[src/design/pip_pkg.sv]
// Shared constants, codes and control structs for the point-in-polygon classifier.
package pip_pkg;

  // Default sizes
  localparam int DEF_MAX_VERTICES = 1024;
  localparam int DEF_COORD_BITS   = 16;

  // Opcode carried on the input tuser
  localparam int OP_W = 2;
  localparam logic [OP_W-1:0] OP_APPEND = 2'd0;
  localparam logic [OP_W-1:0] OP_QUERY  = 2'd1;
  localparam logic [OP_W-1:0] OP_CLEAR  = 2'd2;

  // Query answer codes
  localparam int POS_W = 2;
  localparam logic [POS_W-1:0] POS_OUTSIDE  = 2'd0;
  localparam logic [POS_W-1:0] POS_BOUNDARY = 2'd1;
  localparam logic [POS_W-1:0] POS_INSIDE   = 2'd2;

  // Width of the output tdata (position padded to a byte)
  localparam int OUT_W = 8;

  // Control of one vertex cell in the ring
  typedef struct packed {
    logic shift;   // take the left neighbor (append)
    logic rotate;  // take the right neighbor, or the head when this is the tail
    logic tail;    // this cell holds the oldest stored vertex
  } cell_ctl_t;

  // Control from the sequencer into the edge unit
  typedef struct packed {
    logic start;   // clear the accumulators for a new query
    logic valid;   // an edge is presented this cycle
  } edge_ctl_t;

  // Status from the edge unit back to the sequencer
  typedef struct packed {
    logic busy;      // edges still in flight
    logic boundary;  // some edge holds the point
    logic winding;   // winding number is nonzero
  } edge_stat_t;

endpackage

[src/design/pip_cell.sv]
// One vertex cell of the ring: holds a vertex and passes it to a neighbor.
module pip_cell #(
  parameter int COORD_BITS = pip_pkg::DEF_COORD_BITS
) (
  input  logic                         clk,
  input  pip_pkg::cell_ctl_t           ctl,
  input  logic signed [COORD_BITS-1:0] left_x,
  input  logic signed [COORD_BITS-1:0] left_y,
  input  logic signed [COORD_BITS-1:0] right_x,
  input  logic signed [COORD_BITS-1:0] right_y,
  input  logic signed [COORD_BITS-1:0] head_x,
  input  logic signed [COORD_BITS-1:0] head_y,
  output logic signed [COORD_BITS-1:0] vx,
  output logic signed [COORD_BITS-1:0] vy
);

  // Shift toward the tail on append, rotate toward the head on a walk
  always_ff @(posedge clk) begin
    if (ctl.shift) begin
      vx <= left_x;
      vy <= left_y;
    end else if (ctl.rotate) begin
      vx <= ctl.tail ? head_x : right_x;
      vy <= ctl.tail ? head_y : right_y;
    end
  end

endmodule

[config.mk]
export PLATFORM = sky130hd
export DESIGN_NAME = pip_cell
export DESIGN_NICKNAME = d
export VERILOG_FILES = /design/src/design/pip_pkg.sv /design/src/design/pip_cell.sv
export SDC_FILE = /design/constraint.sdc
export NUM_CORES = 1
export LEC_CHECK = 0
export ABC_AREA = 1
export ABC_CLOCK_PERIOD_IN_PS = 3400
export BUFFER_PORTS_ARGS = -buffer_cell sky130_fd_sc_hd__buf_2
export CORE_AREA = 2 2 64 127
export CTS_CLUSTER_SIZE = 8
export DETAILED_ROUTE_END_ITERATION = 12
export DIE_AREA = 0 0 66 129
export GPL_ROUTABILITY_DRIVEN = 0
export GPL_TIMING_DRIVEN = 0
export PLACE_DENSITY = 0.57
export SYNTH_ARGS = -nofsm -noshare
export SYNTH_HDL_FRONTEND = slang
export SYNTH_SLANG_ARGS = --single-unit
[constraint.sdc]
create_clock -name clk -period 3.4 [get_ports clk]
set_input_delay 0.34 -clock clk [delete_from_list [all_inputs] [get_ports clk]]
set_output_delay 0.34 -clock clk [all_outputs]
set_load 0.02 [all_outputs]
Word-level counts from Yosys, hierarchy flattened
Cells that the tools add are included.

Bits in registers: 32. Input bits: 100. Output and inout port bits: 32. Word-level logic and storage cells: 9.

Multiplexer cells: 6. Reduce and logical (&&, ||, !) cells: 1.

Operators with widths (count): 2-to-1 mux 16 bit (6); nonzero test 2 bit (1).

Depth between registers and ports, before layout
Depth in word-level cells: 3. Mapped depth: 6. Gate-level depth less buffers: 4.

Worst setup path before layout
OpenSTA, ideal clock, no wires.

Kind: input to register. Start point: input ctl[2] (netlist bit). End point: register vx[0], enable pin. Library setup time: 329 ps. Arrival: 999 ps. Required time: 3071 ps. Slack: 2071 ps. Stages on the path: 2. Buffers on the path: 1. Cells stage by stage: buf_4 -> or2_2.

Word-level cells in the longest chain between the ends: 1.

Ends and longest elaborated chain: start, declared (line pip_cell.sv:6) `input pip_pkg::cell_ctl_t ctl,`; nonzero test 2 bit (no source line); end signal, assigned (line pip_cell.sv:20) `vx <= left_x;`; end signal, assigned (line pip_cell.sv:23) `vx <= ctl.tail ? head_x : right_x;`; end, declared (line pip_cell.sv:13) `output logic signed [COORD_BITS-1:0] vx,`.

Every way passes these cells. A chain may end at the register's enable or synchronous reset.

Worst setup path in the final report
Start point: input ctl[2] (netlist bit). End point: register vy[1], enable pin.

Word-level cells in the longest chain between the ends: 1.

Ends and longest elaborated chain: nonzero test 2 bit (no source line); end signal, assigned (line pip_cell.sv:21) `vy <= left_y;`; end signal, assigned (line pip_cell.sv:24) `vy <= ctl.tail ? head_y : right_y;`; end, declared (line pip_cell.sv:14) `output logic signed [COORD_BITS-1:0] vy`.

Every way passes these cells.

==> metrics.log <==
INFO  metric combinationalPowerShare = 0.225
INFO  metric final-instance-count-excl-fill = 504
INFO  metric worst-setup-path-type = input pin to flop
INFO  metric antenna_left = 0
INFO  metric design.portCount = 132
INFO  metric tightestPinTransition = 0.786 ns
INFO  metric design_power_total = 1.29 mW
INFO  metric layout_min_cycle_time = 1.23 ns
INFO  metric switchingPower = 0.345 mW
INFO  metric port-buffer-count = 129
INFO  metric fraction_of_registers_with_async_set_or_reset_after_synthesis = 0
INFO  metric final_core_util = 0.398
INFO  metric dieHeight = 129 um
INFO  metric floorplan.core_area = 0.00754 mm2
INFO  metric dp_slack = 1.82 ns
INFO  metric synth_largest_type_area_fraction = 0.463
INFO  metric worst-path-buf-inv = 1
INFO  metric final.fill_count = 864
INFO  metric cts_buffers = 5
INFO  metric dominantRegCellSynth = sky130_fd_sc_hd__edfxtp_1
INFO  metric power_leakage = 1.77 nW
INFO  metric cts.sinks = 32
INFO  metric drv.max_cap_violation_count = 0
INFO  metric initial_core_util = 0.275
INFO  metric clk_pin_slew = 0.05 ns
INFO  metric global_route.overflow_total = 0
INFO  metric type_of_origin_of_the_critical_path = input pin
INFO  metric worst_slack = 2.17 ns
INFO  metric via_total_after_detailed_routing = 2087
INFO  metric grt_pass1_vias = 2032
INFO  metric insertedDiodeCount = 0
INFO  metric drive_above_1_share = 0.444
INFO  metric outcome = finished clean
INFO  metric drc_errors = 0
INFO  metric die_width = 66 um
INFO  metric ys_top_cells_by_count = sky130_fd_sc_hd__nand2_1, sky130_fd_sc_hd__inv_1, sky130_fd_sc_hd__edfxtp_1, sky130_fd_sc_hd__nand3_1, sky130_fd_sc_hd__nand2_2
INFO  metric nNetsFinal = 509
INFO  metric timing.critical_path.slowest_cell_delay = 0.63 ns
INFO  metric placement.cell_area = 0.00284 mm2
INFO  metric worstPathRequired = 3.31 ns
INFO  metric detailedPlacementHpwl = 4560 um
INFO  metric critPathSlowestCell = sky130_fd_sc_hd__or2_2
INFO  metric clock-root-buffer = sky130_fd_sc_hd__clkbuf_16
INFO  metric drt_first_pass_iters = 4
INFO  metric synth_most_common_cell = sky130_fd_sc_hd__nand2_1
INFO  metric postSynthCellCount = 273
INFO  metric synth.distinct_cells = 12
INFO  metric power_switching_share = 0.267
INFO  metric grt_antenna_before_repair = 0
INFO  metric wl_per_cell = 11.5 um
INFO  metric cp_cell_sequence = buf_4 > or2_2
INFO  metric seqPwrFrac = 0.386
INFO  metric int_pwr = 0.949 mW
INFO  metric hp-class = input pin to flop
INFO  metric cts_setup_buffers = 0
INFO  metric area_of_the_die = 0.00851 mm2
INFO  metric synth_enable_flop_cells = 32
INFO  metric placed_cells_incl_taps = 496
INFO  metric fin_area = 0.00300 mm2
INFO  metric holdBufCountCts = 0
INFO  metric wire_length_of_the_first_global_routing_pass = 9010 um
INFO  metric final_max_slew_viol_count = 0
INFO  metric finalSetupViolations = 0
INFO  metric setup-tns-final = 0 ns
INFO  metric track_usage = 0.141
INFO  metric post_cts_resized = 0
INFO  metric syn_area_per_cell = 7.61 um2
INFO  metric end_kind = flop
INFO  metric mappedNetlistArea = 0.00208 mm2
INFO  metric worst_path_arrival = 1.14 ns
INFO  metric synthesis.yosys.warnings = 0
INFO  metric max_freq = 813 MHz
INFO  metric worstPathMaxFanout = 32
INFO  metric drt-total-wl = 5790 um
INFO  metric synth.net_count = 373
INFO  metric worst_ir_drop_vdd = 0.199 mV
INFO  metric h-tree-depth = 2
INFO  metric cp_top_family = simple AND/OR/NAND/NOR gates
INFO  metric final-hold-violation-count = 0
INFO  metric max-slew-margin-rel = 0.476
INFO  metric rsz0062_at_grt = no
INFO  metric tritoncts = yes
INFO  metric detailedRoute.firstIterationViolations = 75
INFO  metric ctsLongestPathBuffers = 2
INFO  metric yosys_top_cell_by_area = sky130_fd_sc_hd__edfxtp_1
INFO  metric maximum_number_of_pins_on_one_net_before_global_route_repair = 33
INFO  metric syn2layout_area_growth = 44.6%
INFO  metric synth.ff_latch_count = 32
INFO  metric post-route-period-util = 0.362
INFO  metric synth.top_cells.by_area = sky130_fd_sc_hd__edfxtp_1, sky130_fd_sc_hd__nand2_1, sky130_fd_sc_hd__inv_1
INFO  metric drt-vias-per-instance = 4.14
INFO  metric clock_power_share = 0.389
INFO  metric fin_hold_ws = 0.329 ns
INFO  metric power_density = 431 mW/mm2
INFO  metric ys_seq_area_frac = 0.463
INFO  metric fp-row-count = 45
layer usage:
layer / share of wire / track usage / up-vias
met2: 0.57 / 0.267 / 72
li1: - / - / 1076
met3: 0.058 / 0.0323 / 16
met4: 0.041 / 0.0864 / 0
met5: 0 / 0 / -
met1: 0.33 / 0.130 / 923
cells by family after synthesis:
family / Yosys count / synth area share
flops: 32 / 0.463
buf+inv: 80 / 0.190
simple gates: 161 / 0.348
layout make-up:
type	instances	area [um2]	area share
multi-input combinational	161	722	0.240
inverter	66	255	0.0850
timing repair buffer	129	646	0.215
buffer	14	139	0.0462
clock inverter	3	37.5	0.0125
tap	94	118	0.0392
sequential	32	961	0.320
clock buffer	5	125	0.0417
cells in the final DEF, fill, tap and decap left out, drive strengths merged:
cell type  count
clkinv         2
or2            1
nand3         32
edfxtp        32
bufinv         1
inv           66
buf          143
nand2        128
clkbuf         5
worst paths after layout:
| path | depth (start not counted) | slack [ns] | from | to |
|---|---|---|---|---|
| min | 3 | 0.33 | left_y[9] | vy[9] |
| max | 2 | 2.17 | ctl[2] | vy[1] |
power by group through the flow:
| stage | clock [mW] | combinational (mW) | sequential (mW) |
|---|---|---|---|
| final | 0.503 | 0.292 | 0.499 |
| after global routing | 0.532 | 0.323 | 0.505 |
| after CTS | 0.519 | 0.297 | 0.500 |
| after detailed placement | 0 | 0.297 | 0.508 |
| after global placement | 0 | 0.294 | 0.507 |
| after floorplan | 0 | 0.109 | 0.572 |
sequential cells by signal (all words and copies together), names as in the netlist:
signal	flops
vx	16
vy	16
No activity file was read; power rests on OpenSTA's default activity.
