[src/design/pip_pkg.sv]
// Shared constants, codes and control structs for the point-in-polygon classifier.
package pip_pkg;

  // Default sizes
  localparam int DEF_MAX_VERTICES = 1024;
  localparam int DEF_COORD_BITS   = 16;

  // Opcode carried on the input tuser
  localparam int OP_W = 2;
  localparam logic [OP_W-1:0] OP_APPEND = 2'd0;
  localparam logic [OP_W-1:0] OP_QUERY  = 2'd1;
  localparam logic [OP_W-1:0] OP_CLEAR  = 2'd2;

  // Query answer codes
  localparam int POS_W = 2;
  localparam logic [POS_W-1:0] POS_OUTSIDE  = 2'd0;
  localparam logic [POS_W-1:0] POS_BOUNDARY = 2'd1;
  localparam logic [POS_W-1:0] POS_INSIDE   = 2'd2;

  // Width of the output tdata (position padded to a byte)
  localparam int OUT_W = 8;

  // Control of one vertex cell in the ring
  typedef struct packed {
    logic shift;   // take the left neighbor (append)
    logic rotate;  // take the right neighbor, or the head when this is the tail
    logic tail;    // this cell holds the oldest stored vertex
  } cell_ctl_t;

  // Control from the sequencer into the edge unit
  typedef struct packed {
    logic start;   // clear the accumulators for a new query
    logic valid;   // an edge is presented this cycle
  } edge_ctl_t;

  // Status from the edge unit back to the sequencer
  typedef struct packed {
    logic busy;      // edges still in flight
    logic boundary;  // some edge holds the point
    logic winding;   // winding number is nonzero
  } edge_stat_t;

endpackage

[src/design/pip_edge.sv]
// Edge unit: cross product, boundary test and winding count for one edge per cycle.
module pip_edge #(
  parameter int COORD_BITS = pip_pkg::DEF_COORD_BITS,
  parameter int WN_W       = 12
) (
  input  logic                         clk,
  input  logic                         rst,
  input  pip_pkg::edge_ctl_t           ctl,
  input  logic signed [COORD_BITS-1:0] ax,
  input  logic signed [COORD_BITS-1:0] ay,
  input  logic signed [COORD_BITS-1:0] bx,
  input  logic signed [COORD_BITS-1:0] by,
  input  logic signed [COORD_BITS-1:0] px,
  input  logic signed [COORD_BITS-1:0] py,
  output pip_pkg::edge_stat_t          stat
);

  localparam int DW = COORD_BITS + 1;
  localparam int PW = 2 * DW;

  // Stage 1 registers: differences and compare flags
  logic                 v1;
  logic signed [DW-1:0] dx_e, dy_p, dy_e, dx_p;
  logic                 box1, up1, down1;

  // Stage 2 registers: products
  logic                 v2;
  logic signed [PW-1:0] prod_a, prod_b;
  logic                 box2, up2, down2;

  // Accumulators
  logic                   boundary;
  logic signed [WN_W-1:0] wn;

  logic signed [PW:0] cprod;
  logic               in_x, in_y;

  // Bounding box of the edge against the point
  always_comb begin
    in_x = ((ax <= bx) ? (px >= ax && px <= bx) : (px >= bx && px <= ax));
    in_y = ((ay <= by) ? (py >= ay && py <= by) : (py >= by && py <= ay));
  end

  // Advance the valid flags
  always_ff @(posedge clk) begin
    if (rst) begin
      v1 <= 1'b0;
      v2 <= 1'b0;
    end else begin
      v1 <= ctl.valid;
      v2 <= v1;
    end
  end

  // Stage 1: edge and offset differences
  always_ff @(posedge clk) begin
    dx_e  <= DW'(bx) - DW'(ax);
    dy_p  <= DW'(py) - DW'(ay);
    dy_e  <= DW'(by) - DW'(ay);
    dx_p  <= DW'(px) - DW'(ax);
    box1  <= in_x && in_y;
    up1   <= (ay <= py) && (by > py);
    down1 <= (ay > py) && (by <= py);
  end

  // Stage 2: the two products of the cross product
  always_ff @(posedge clk) begin
    prod_a <= PW'(dx_e) * PW'(dy_p);
    prod_b <= PW'(dy_e) * PW'(dx_p);
    box2   <= box1;
    up2    <= up1;
    down2  <= down1;
  end

  assign cprod = (PW + 1)'(prod_a) - (PW + 1)'(prod_b);

  // Stage 3: accumulate boundary hit and winding number
  always_ff @(posedge clk) begin
    if (rst || ctl.start) begin
      boundary <= 1'b0;
      wn       <= '0;
    end else if (v2) begin
      if (cprod == '0 && box2) begin
        boundary <= 1'b1;
      end
      if (up2 && cprod > 0) begin
        wn <= wn + WN_W'(1);
      end else if (down2 && cprod < 0) begin
        wn <= wn - WN_W'(1);
      end
    end
  end

  assign stat.busy     = ctl.valid | v1 | v2;
  assign stat.boundary = boundary;
  assign stat.winding  = (wn != '0);

endmodule

[config.mk]
export PLATFORM = sky130hd
export DESIGN_NAME = pip_edge
export DESIGN_NICKNAME = d
export VERILOG_FILES = /design/src/design/pip_pkg.sv /design/src/design/pip_edge.sv
export SDC_FILE = /design/constraint.sdc
export NUM_CORES = 2
export LEC_CHECK = 0
export BUFFER_PORTS_ARGS = -buffer_cell sky130_fd_sc_hd__buf_2
export CAP_MARGIN = 20
export CORE_ASPECT_RATIO = 1.1
export CORE_MARGIN = 2
export CORE_UTILIZATION = 60
export CTS_BUF_LIST = sky130_fd_sc_hd__clkbuf_8
export CTS_CLUSTER_DIAMETER = 120
export DETAILED_ROUTE_END_ITERATION = 6
export GPL_TIMING_DRIVEN = 0
export PLACE_DENSITY_LB_ADDON = 0.15
export SYNTH_ARGS = -nofsm -noshare
export SYNTH_HDL_FRONTEND = slang
export SYNTH_SLANG_ARGS = --single-unit
[constraint.sdc]
create_clock -name clk -period 8.8 [get_ports clk]
set_input_delay 1.76 -clock clk [delete_from_list [all_inputs] [get_ports clk]]
set_output_delay 1.76 -clock clk [all_outputs]
set_load 0.02 [all_outputs]
# After elaboration in Yosys (flattened, before gate mapping)
# Cells that the tools add are included.
[totals] reg_bits=157 input_bits=100 elab_cells=63
[classes] n_addsub=7 multipliers=2 order_cmp=16 n_mux=4 bitwise=2 n_reduce_logical=16
[op_table] operator="16-bit less-or-equal comparator" n=8
[op_table] operator="17-bit by 17-bit multiplier with 34-bit output" n=2
[op_table] operator="16-bit by 16-bit subtractor with 17-bit output" n=4
[op_table] operator="16-bit greater-or-equal comparator" n=4
[op_table] operator="35-bit by 1-bit greater-than comparator with 1-bit output (second input constant)" n=1
[op_table] operator="35-bit zero test" n=1
[op_table] operator="35-bit by 1-bit < comparator with 1-bit output (second input constant)" n=1
[op_table] operator="34-bit by 34-bit subtractor with 35-bit output" n=1
[op_table] operator="16-bit greater-than comparator" n=2
[op_table] operator="12-bit 2-to-1 mux" n=2
[op_table] operator="12-bit by 2-bit adder with 12-bit output (second input constant)" n=1
[op_table] operator="12-bit nonzero test" n=1
[op_table] operator="12-bit by 2-bit subtractor with 12-bit output (second input constant)" n=1
[op_table] operator="1-bit logical AND" n=10
[op_table] operator="2-bit AND reduction" n=2
[op_table] operator="1-bit 2-to-1 mux" n=2
[op_table] operator="1-bit bitwise OR" n=2
[op_table] operator="2-bit nonzero test" n=1
[op_table] operator="1-bit logical OR" n=1

# Depth between registers and ports, before layout
[depth] ltp_word=5 depth_mapped=27 depth_no_buf=26

# Least setup slack after synthesis
# Ideal clock, no wire load.
[synth_timing] kind="register to register" from="register dy_p[8]" to="register prod_a[27]" arrival_time_ns=6.023 required_ns=8.728 slack_ns=2.704 stages_incl_launch_ff=25 cell_sequence="dfxtp_1 > clkbuf_1 > clkbuf_1 > nand2_1 > fa_1 > inv_1 > fa_1 > inv_1 > fa_1 > inv_1 > fa_1 > fa_1 > inv_1 > fa_1 > inv_1 > ha_1 > nand2_1 > and3_1 > a21oi_1 > and3_1 > a221o_1 > a2111oi_0 > o21bai_1 > a21oi_1 > xnor2_1"
[synth_between] elab_chain_cells=1
[synth_lines] item="start, declared" line="pip_edge.sv:23" rtl="logic signed [DW-1:0] dx_e, dy_p, dy_e, dx_p;"
[synth_lines] item="start signal, assigned" line="pip_edge.sv:58" rtl="dy_p <= DW'(py) - DW'(ay);"
[synth_lines] item="17-bit by 17-bit multiplier with 34-bit output" line="pip_edge.sv:68" rtl="prod_a <= PW'(dx_e) * PW'(dy_p);"
[synth_lines] item="end signal, assigned" line="pip_edge.sv:68"
[synth_lines] item="end, declared" line="pip_edge.sv:28" rtl="logic signed [PW-1:0] prod_a, prod_b;"
# Every way passes these cells.
# A chain may end at the register's enable or synchronous reset.

# Worst setup path after layout
[layout_timing] from="register dx_p[9]" to="register prod_b[33]"
[layout_between] elab_chain_cells=1
[layout_lines] item="start, declared" line="pip_edge.sv:23"
[layout_lines] item="start signal, assigned" line="pip_edge.sv:60" rtl="dx_p <= DW'(px) - DW'(ax);"
[layout_lines] item="17-bit by 17-bit multiplier with 34-bit output" line="pip_edge.sv:69" rtl="prod_b <= PW'(dy_e) * PW'(dx_p);"
[layout_lines] item="end signal, assigned" line="pip_edge.sv:69"
[layout_lines] item="end, declared" line="pip_edge.sv:28"
# Every way passes these cells.

==> results.md <==
- Outcome: finished with violations
- Failing checks: DRC
- Sequential share of the synthesized area: 9.89%
- Placer Congestion: 0.968
- Area Growth Syn to Fin: 5.66%
- Ys flop type: dfxtp_1
- CP Launch Type: flop
- DR vias/cell: 5.53
- Slew @ Worst Pin: 1.25 ns
- Total number of vias: 24300
- CTS tree: yes
- Synth Instances: 3582
- CTS buffer count: 17
- Fin crit share: 91.7%
- Post-synth ARST share: 0%
- Area of the die: 0.0548 sq mm
- Root buffer cell: clkbuf_8
- Crit path max fanout: 10
- Largest family of logic cells by synthesized area: adder cells
- CTS max path bufs: 2
- H-tree depth: 4
- Synth Area in Adders: 50.0%
- Distinct cells, synth: 76
- IO Port Bufs: 102
- Synth warn: 0
- Commonest non-fill, non-tap cell in the layout: inv_1
- Largest net degree at the start of global routing: 21
- Worst-path clk slew: 0.11 ns
- Total congestion overflow: 0
- First-pass GRT wire length: 134 mm
- Ports: 103
- NumNets Final: 4715
- 1st-iter DRT viols: 1670
- Detailed placement HPWL: 71.1 mm
- Crit path required time: 9.16 ns
- PostCTS Resize Cnt: 0
- Final Hold Vio Count: 0
- XOR/XNOR share of the synthesized area: 3.55%
- Compound-Gate Fraction of Synth Area: 9.19%
- Clk Latency, worst-skew pair: 0.54 ns
- Number of synthesized flops with an enable pin: 0
- Hold Crit Class: flop to flop
- Avg Cell Area, Syn: 8.87 sq um
- Synth Net Count: 4594
- Synth Area in Simple Gates: 16.4%
- Vias in the first global route: 25200
- Skew final: 0.0197 ns
- DR pass1 iterations: 7
- Routed Antenna Nets: 0
- Critical path type: flop to flop
- Layout cells sized above 1: 4.57%
- Hold Buf Count CTS: 0
- Post-synthesis register bit count: 157
- Final max-slew violation count: 0
- Std cell rows: 88
- Die span in x: 223 microns
- Post-Syn Area: 0.0318 sq mm
- CP Capture Type: flop
- Core box area: 0.0524 sq mm
- Post-DR wirelength/cell: 18.8 microns
- Tot GR Track Use: 31.8%
- Mux share of post-synthesis cell area: 0.413%
- Post-CTS setup buffers: 0
- Max Clk Rate: 0.124 GHz
- Worst EP arrival: 8.43 ns
- Clock sink count: 157
- # fillers: 4550
- Max-cap violation count: 0
- Final setup fails: 0
- Min Clock Period, post-route: 8.07 ns
- Die Y: 245 microns
- Remaining DRCs: 2
- Most frequent cells in the layout: 788 x inv_1, 598 x fa_1, 351 x nand2_1
- RSZ-0062 raised after global routing: false
- Final wirelength: 82.6 mm
- Post-route setup TNS: 0 ns
- Slew HR: 16.3%
- Initial Utilization: 60.6%
- Initial antenna violation count: 9
registers in the layout, summed over array words and instances (netlist names):
name and cells:
prod_a 34, prod_b 34, dx_e 17, dx_p 17, dy_e 17, dy_p 17, wn 12, boundary 1
box1 1, box2 1, down1 1, down2 1, up1 1, up2 1, v1 1, v2 1
worst max-delay path: stages (launching register included):
cell and delay [ns]:
dfxtp_1 0.32, clkbuf_1 0.50, clkbuf_1 0.59, nand2_1 0.16, fa_1 0.54, inv_1 0.06, fa_1 0.40, inv_1 0.08
fa_1 0.43, inv_1 0.10, fa_1 0.40, fa_1 0.49, inv_1 0.05, fa_1 0.48, inv_1 0.04, ha_1 0.34
and3_1 0.25, nand3_1 0.10, nor3b_1 0.32, o21ai_0 0.27, nand3_1 0.13, nor3b_1 0.37, o21ai_0 0.47, o2111ai_1 0.33
a21oi_1 0.13, xnor2_1 0.53
synth_stat cells (5+ instances only):
master | n | area [sq um]
a211o_1 | 5 | 43.8
a211oi_1 | 17 | 128
a21boi_0 | 16 | 120
a21o_1 | 53 | 398
a21oi_1 | 115 | 576
a31oi_1 | 18 | 113
and2_1 | 300 | 1880
and3_1 | 16 | 100
and4_1 | 7 | 61.3
buf_2 | 7 | 35.0
clkbuf_1 | 85 | 319
dfxtp_1 | 157 | 3140
fa_1 | 598 | 12000
ha_1 | 314 | 3930
inv_1 | 788 | 2960
mux2i_1 | 12 | 120
nand2_1 | 351 | 1320
nand2b_1 | 27 | 169
nand3_1 | 43 | 215
nand4_1 | 26 | 163
nor2_1 | 145 | 544
nor2b_1 | 35 | 219
nor3_1 | 38 | 190
nor3b_1 | 6 | 45.0
nor4_1 | 9 | 56.3
o2111ai_1 | 8 | 70.1
o211ai_1 | 12 | 90.1
o21a_1 | 25 | 188
o21ai_0 | 109 | 546
o21bai_1 | 18 | 135
o22ai_1 | 8 | 50.1
o31ai_1 | 6 | 45.0
or2_2 | 6 | 37.5
or3_1 | 11 | 68.8
xnor2_1 | 93 | 815
xor2_1 | 36 | 315
stage by stage:
| step | worst slack, ns | instances | hold WS [ns] | cell area (sq um) | utilization, % |
|---|---|---|---|---|---|
| floorplan | 2.70 | 3582 | 0.310 | 31800 | - |
| global placement | 1.03 | 4359 | 0.310 | 33100 | 63.2 |
| detailed placement | 0.964 | 4359 | 0.314 | 33100 | 63.2 |
| CTS | 0.942 | 4391 | 0.338 | 33600 | 64.1 |
| global route | 0.477 | 4391 | 0.347 | 33600 | 64.1 |
| finish | 0.733 | 4394 | 0.339 | 33600 | 64.1 |
kinds of logic (layout without fill, tap and decap cells):
group                      after synthesis  after routing
buffers and inverters                  885           1019
DFF                                    157            157
and+or+nand+nor                       1035           1035
xor gates and xnor gates               129            129
other                                    0              3
muxes                                   13             13
AOI/OAI and AO/OA                      451            451
adders and majority gates              912            912
layer usage:
metal	track usage [%]	vias up	part of all wire (%)
li1	-	11300	-
met1	42.5	11900	42
met2	51.8	868	46
met3	6.13	174	8.3
met4	11.5	8	3.8
met5	0	-	0.063
path summary, 6_finish.rpt:
check | startpoint | endpoint | slack, ns | cells past startpoint
max | dx_p[9] | prod_b[33] | 0.73 | 25
min | down1 | down2 | 0.34 | 0
max reg2reg | dx_p[9] | prod_b[33] | 0.73 | 25
min reg2reg | down1 | down2 | 0.34 | 0
cell type report:
class / count / area (sq um) / area share [%]
multi-input combinational: 2540 / 25300 / 75.3
sequential: 157 / 3140 / 9.36
inverter: 788 / 2960 / 8.81
tap: 675 / 845 / 2.51
timing repair buffer: 102 / 510 / 1.52
buffer: 97 / 399 / 1.19
clock buffer: 17 / 234 / 0.697
clock inverter: 15 / 204 / 0.607
antenna: 3 / 7.51 / 0.0224
Power is left out: the tool's default activity adds up to more than one toggle a clock period on the data nets, which glitch-free logic cannot reach.
